$ cat src/rtl/tcw_pkg.sv
// Package for the text console character writer.
// Holds the screen geometry, request and character codes, and the result record.
// No dependencies.
package tcw_pkg;

    // Screen geometry.
    localparam int COLS     = 80;
    localparam int ROWS     = 25;
    localparam int NCELLS   = COLS * ROWS;
    localparam int MOVE_CNT = (ROWS - 1) * COLS;
    localparam int ADDR_W   = $clog2(NCELLS);

    // Field widths.
    localparam int CELL_W  = 16;
    localparam int COL_W   = 7;
    localparam int ROW_W   = 5;
    localparam int CHAR_W  = 8;
    localparam int IDX_W   = 11;
    localparam int REQ_W   = 2;
    localparam int COLOR_W = 4;
    localparam int CFG_IDX_W = 2;

    // Request kinds.
    localparam logic [REQ_W-1:0] REQ_WRITE = 2'd0;
    localparam logic [REQ_W-1:0] REQ_READ  = 2'd1;
    localparam logic [REQ_W-1:0] REQ_CLEAR = 2'd2;

    // Characters with special handling.
    localparam logic [CHAR_W-1:0] CH_TAB     = 8'd9;
    localparam logic [CHAR_W-1:0] CH_NEWLINE = 8'd10;
    localparam logic [CHAR_W-1:0] CH_SPACE   = 8'd32;

    // Configuration register indexes and reset values.
    localparam logic [CFG_IDX_W-1:0] CFG_FG_COLOR = 2'd0;
    localparam logic [CFG_IDX_W-1:0] CFG_BG_COLOR = 2'd1;
    localparam logic [CFG_IDX_W-1:0] CFG_TAB_SIZE = 2'd2;

    localparam logic [COLOR_W-1:0] FG_RESET  = 4'd7;
    localparam logic [COLOR_W-1:0] BG_RESET  = 4'd0;
    localparam logic [COLOR_W-1:0] TAB_RESET = 4'd4;

    // One result beat, packed so that cell_value sits in the lowest bits.
    typedef struct packed {
        logic              overflow;
        logic [ROW_W-1:0]  cursor_row;
        logic [COL_W-1:0]  cursor_col;
        logic [CELL_W-1:0] cell_value;
    } result_t;

    localparam int RESULT_W = $bits(result_t);

endpackage

$ cat src/rtl/tcw_out_fifo.sv
// Two-entry result buffer between the console engine and the master port.
// Lets the engine finish an item while the previous result still waits.
// Depends on tcw_pkg.
module tcw_out_fifo (
    input  logic            aclk,
    input  logic            aresetn,
    input  logic            push,
    input  tcw_pkg::result_t push_data,
    output logic            full,
    output logic            out_valid,
    input  logic            out_ready,
    output tcw_pkg::result_t out_data
);
    import tcw_pkg::*;

    result_t     head_reg, head_next;
    result_t     tail_reg, tail_next;
    logic [1:0]  count_reg, count_next;
    logic        pop;

    assign pop       = out_valid && out_ready;
    assign out_valid = (count_reg != 2'd0);
    assign full      = (count_reg == 2'd2);
    assign out_data  = head_reg;

    always_comb begin
        head_next  = head_reg;
        tail_next  = tail_reg;
        count_next = count_reg;
        if (push && !pop) begin
            if (count_reg == 2'd0) begin
                head_next = push_data;
            end else begin
                tail_next = push_data;
            end
            count_next = count_reg + 2'd1;
        end else if (pop && !push) begin
            head_next  = tail_reg;
            count_next = count_reg - 2'd1;
        end else if (pop && push) begin
            if (count_reg == 2'd1) begin
                head_next = push_data;
            end else begin
                head_next = tail_reg;
                tail_next = push_data;
            end
        end
    end

    always_ff @(posedge aclk) begin
        if (!aresetn) begin
            count_reg <= 2'd0;
        end else begin
            count_reg <= count_next;
        end
        head_reg <= head_next;
        tail_reg <= tail_next;
    end

endmodule

$ cat config.mk
export PLATFORM = sky130hd
export DESIGN_NAME = tcw_out_fifo
export DESIGN_NICKNAME = d
export VERILOG_FILES = /design/src/rtl/tcw_pkg.sv /design/src/rtl/tcw_out_fifo.sv
export SDC_FILE = /design/constraint.sdc
export NUM_CORES = 1
export LEC_CHECK = 0
export ABC_AREA = 1
export BUFFER_PORTS_ARGS = -buffer_cell sky130_fd_sc_hd__buf_2
export CORE_ASPECT_RATIO = 0.75
export CORE_MARGIN = 2
export CORE_UTILIZATION = 25
export CTS_CLUSTER_SIZE = 25
export DETAILED_ROUTE_END_ITERATION = 7
export PLACE_DENSITY = 0.48
export SYNTH_ARGS = -nofsm -noshare
export SYNTH_HDL_FRONTEND = slang
export SYNTH_SLANG_ARGS = --single-unit
$ cat constraint.sdc
create_clock -name aclk -period 5.7 [get_ports aclk]
set_input_delay 1.425 -clock aclk [delete_from_list [all_inputs] [get_ports aclk]]
set_output_delay 1.425 -clock aclk [all_outputs]
set_load 0.01 [all_outputs]
Word-level counts from Yosys, hierarchy flattened

Index checks and enable logic that the tools add are counted.

Flip-flop bits (word level): 60
Input port bits: 33
Output and inout bits: 31
Logic and storage cells: 42

Add/sub/neg operators: 2
Eq/ne operators: 6
Mux-type cells: 12
Reductions and logical operators: 13

Operators by type and width:

| kind                  | count |
|---|---|
| $mux W29              | 10 |
| $ne A2 B2 Y1 const B  | 3 |
| $reduce_bool A2 Y1    | 3 |
| $logic_and A1 B1 Y1   | 4 |
| $mux W2               | 2 |
| $reduce_and A4 Y1     | 1 |
| $reduce_bool A3 Y1    | 1 |
| $add A2 B1 Y2 const B | 1 |
| $eq A2 B1 Y1 const B  | 1 |
| $eq A2 B2 Y1 const B  | 1 |
| $logic_not A1 Y1      | 2 |
| $logic_not A2 Y1      | 1 |
| $ne A2 B1 Y1 const B  | 1 |
| $reduce_and A2 Y1     | 1 |
| $sub A2 B1 Y2 const B | 1 |

Depth between registers and ports, before layout

Depth after elaboration: 6
Mapped depth: 11
Gate-level depth less buffers: 9

Worst setup path before layout

OpenSTA, ideal clock, no wires.

Kind: input to register
Start point: in push
End point: reg tail_reg[0] (netlist bit) (enable)
Data arrival time: 3.659 ns
Setup slack: 1.582 ns
Cell stages on the path: 2
Path buffers: 0
Path through: inv_1 a211oi_1

Word-level cells in the longest chain between the ends: 4
Elaborated cells between the ends (all ways): 9
Those cells by class: 3 x eq/ne; 6 x reduce/logical

Ends and longest elaborated chain:

| item                          | line               | RTL |
|---|---|---|
| start: declaration            | tcw_out_fifo.sv:7  | `input logic push,` |
| $logic_not A1 Y1              | tcw_out_fifo.sv:37 | `end else if (pop && !push) begin` |
| $logic_and A1 B1 Y1           | tcw_out_fifo.sv:37 |  |
| $ne A2 B2 Y1 (no line)        | --                 |  |
| $reduce_and A4 Y1 (no line) * | --                 |  |
| end signal: assignment        | tcw_out_fifo.sv:57 | `tail_reg <= tail_next;` |
| end: declaration              | tcw_out_fifo.sv:17 | `result_t tail_reg, tail_next;` |

Every way passes the cells marked *; elsewhere a longest branch is shown, timed or not.
A chain may end at the register's enable or synchronous reset.

==> reports/results.tsv <==
metric	value	unit
preCtsSetupSlack	2610	ps
worstSkewPairLatency	310	ps
post-route-period-util	0.478	
synth_top_cell_by_area	edfxtp_1	
grt_pass1_wl	7310	um
utilization	0.336	
area_growth	31.1	%
ios	64	
synthCells	181	
critical_path.startpoint_type	input port	
arrival	2900	ps
status	finished, final reports clean	
worst-path-max-fanout	29	
dp_hpwl	2960	um
hold_path_class	register to register	
grt_pass1_vias	1464	
firstDrtPassIters	4	
ctsHtreeMaxLevel	3	
gp_congestion	0.629	
diodes	0	
crit_path_end_kind	register	
seq_power_share	0.446	
grt_overflow	0	
clk_pin_slew_worst_paths	50	ps
cts_sinks	60	
synth_warnings	0	
grt_usage	0.0977	
synth_area	0.00231	mm^2
drv_slew	0	
postCtsSetupRepairBufs	0	
rows	30	
synth_nets	217	
net-switching-power	0.408	mW
layout_setup_ws	2970	ps
drc	0	
switching_share	0.277	
initial_utilization	0.256	
synthTopCellsByArea	edfxtp_1 75%, nand2_1 15%, dfxtp_1 1.7%	
fmax	367	MHz
ys_seq_area_frac	0.772	
rsz0062_at_grt	no	
layout_min_cycle_time	2730	ps
leakage	1.31	nW
core_area	0.00901	mm^2
ys_ff_latch	60	
cts_tree	done	
p_per_area	486	mW/mm^2
final_common_cell	nand2_1	
combPwrFrac	0.221	
portBuffers	63	
synth_top_area_share	0.754	
synth_cell_types	16	
route.detailed.vias_per_inst	3.93	
hold_viol	0	
cts_buffers	9	
drive_above_1_share	0.316	
cts-root-buf	clkbuf_16	
syn_avg_cell_area	12.8	um^2
dr.first_iter.drc_count	55	
skew	4.65	ps
antenna_found_initial	0	
die_h	87.2	um
setup_viol	0	
drv_cap	0	
worstMarginPinSlew	988	ps
worstSetupPathType	input port to register	
routed_wl	4510	um
routedWlPerCell	12.4	um
dieWidth	115	um
nNetsFinal	286	
postCtsHoldBufs	0	
ir_drop	232	uV
drtAntennaViolNets	0	
grt_max_degree	30	
layout_common_cells	93 x nand2_1, 63 x buf_2, 58 x edfxtp_1	
fin_setup_tns	0	ps
relSlewSlack	0.340	
die-area	0.0100	mm^2
post_cts_resized	0	
p_clk_frac	0.333	
vias	1435	
cts_max_path_buffers	2	
critPathRequiredTime	5870	ps
p_int	1.06	mW
per-layer routing:
metal | vias up | GRT usage | part of all wire
met5 | - | 0 | 0
met4 | 0 | 0.0296 | 0.0042
met3 | 2 | 0.0418 | 0.071
met2 | 45 | 0.155 | 0.46
met1 | 650 | 0.122 | 0.46
li1 | 738 | - | -
power groups by stage:
stage | sequential [mW] | combinational (mW) | clock [mW]
2_1_floorplan | 0.707 | 0.163 | 0
3_3_place_gp | 0.665 | 0.327 | 0
3_5_place_dp | 0.664 | 0.335 | 0
4_1_cts | 0.657 | 0.336 | 0.505
5_1_grt | 0.665 | 0.368 | 0.525
6_report | 0.655 | 0.325 | 0.490
synth_stat cells:
master / n
buf_4: 2
dfxtp_1: 2
nor2_1: 2
nand3_1: 3
a21oi_2: 1
nand2_2: 2
edfxtp_1: 58
a21oi_1: 2
inv_2: 1
o21ai_0: 1
a211oi_1: 1
nand2_1: 93
inv_1: 6
buf_2: 2
ha_1: 3
buf_6: 2
critical path, cell delays in order:
cell and delay (ps):
buf_2 110, inv_1 170, nand3_1 190, nand2_1 770, nand2_1 120, nand2_1 110
final cells by class:
class                           count  area [um^2]
Sequential cell                    60         1780
Clock buffer                        9          225
Inverter                            7         26.3
Tap cell                          112          140
Multi-Input combinational cell    108          484
Timing Repair Buffer               64          323
Fill cell                         931         5980
Clock inverter                      5         45.0
per-stage QoR:
step / hold WS, ps / instance area, um^2 / std cells / total power, mW
2_1_floorplan: 473 / 2310 / 181 / 0.869
3_3_place_gp: 500 / 2760 / 351 / 0.992
3_5_place_dp: 504 / 2760 / 351 / 0.999
4_1_cts: 516 / 3030 / 365 / 1.50
5_1_grt: 525 / 3030 / 365 / 1.56
6_report: 515 / 3030 / 365 / 1.47
kinds of logic after synthesis:
| kind of cell | synth area share |
|---|---|
| and+or+nand+nor | 0.166 |
| DFF | 0.772 |
| adders and majority gates | 0.0163 |
| buffers and inverters | 0.0320 |
| AOI/OAI and AO/OA | 0.0136 |
path summary, 6_finish.rpt:
check | startpoint | end | slack [ps] | cells after the start
min reg2reg | tail_reg[26]$_DFFE_PP_ | out_data[26]$_DFFE_PP_ | 510 | 2
min | tail_reg[26]$_DFFE_PP_ | out_data[26]$_DFFE_PP_ | 510 | 2
max reg2reg | count_reg[0]$_SDFFE_PN0P_ | out_data[23]$_DFFE_PP_ | 3470 | 9
max | push | out_data[23]$_DFFE_PP_ | 2970 | 6
Power figures use the tool's default switching activity.
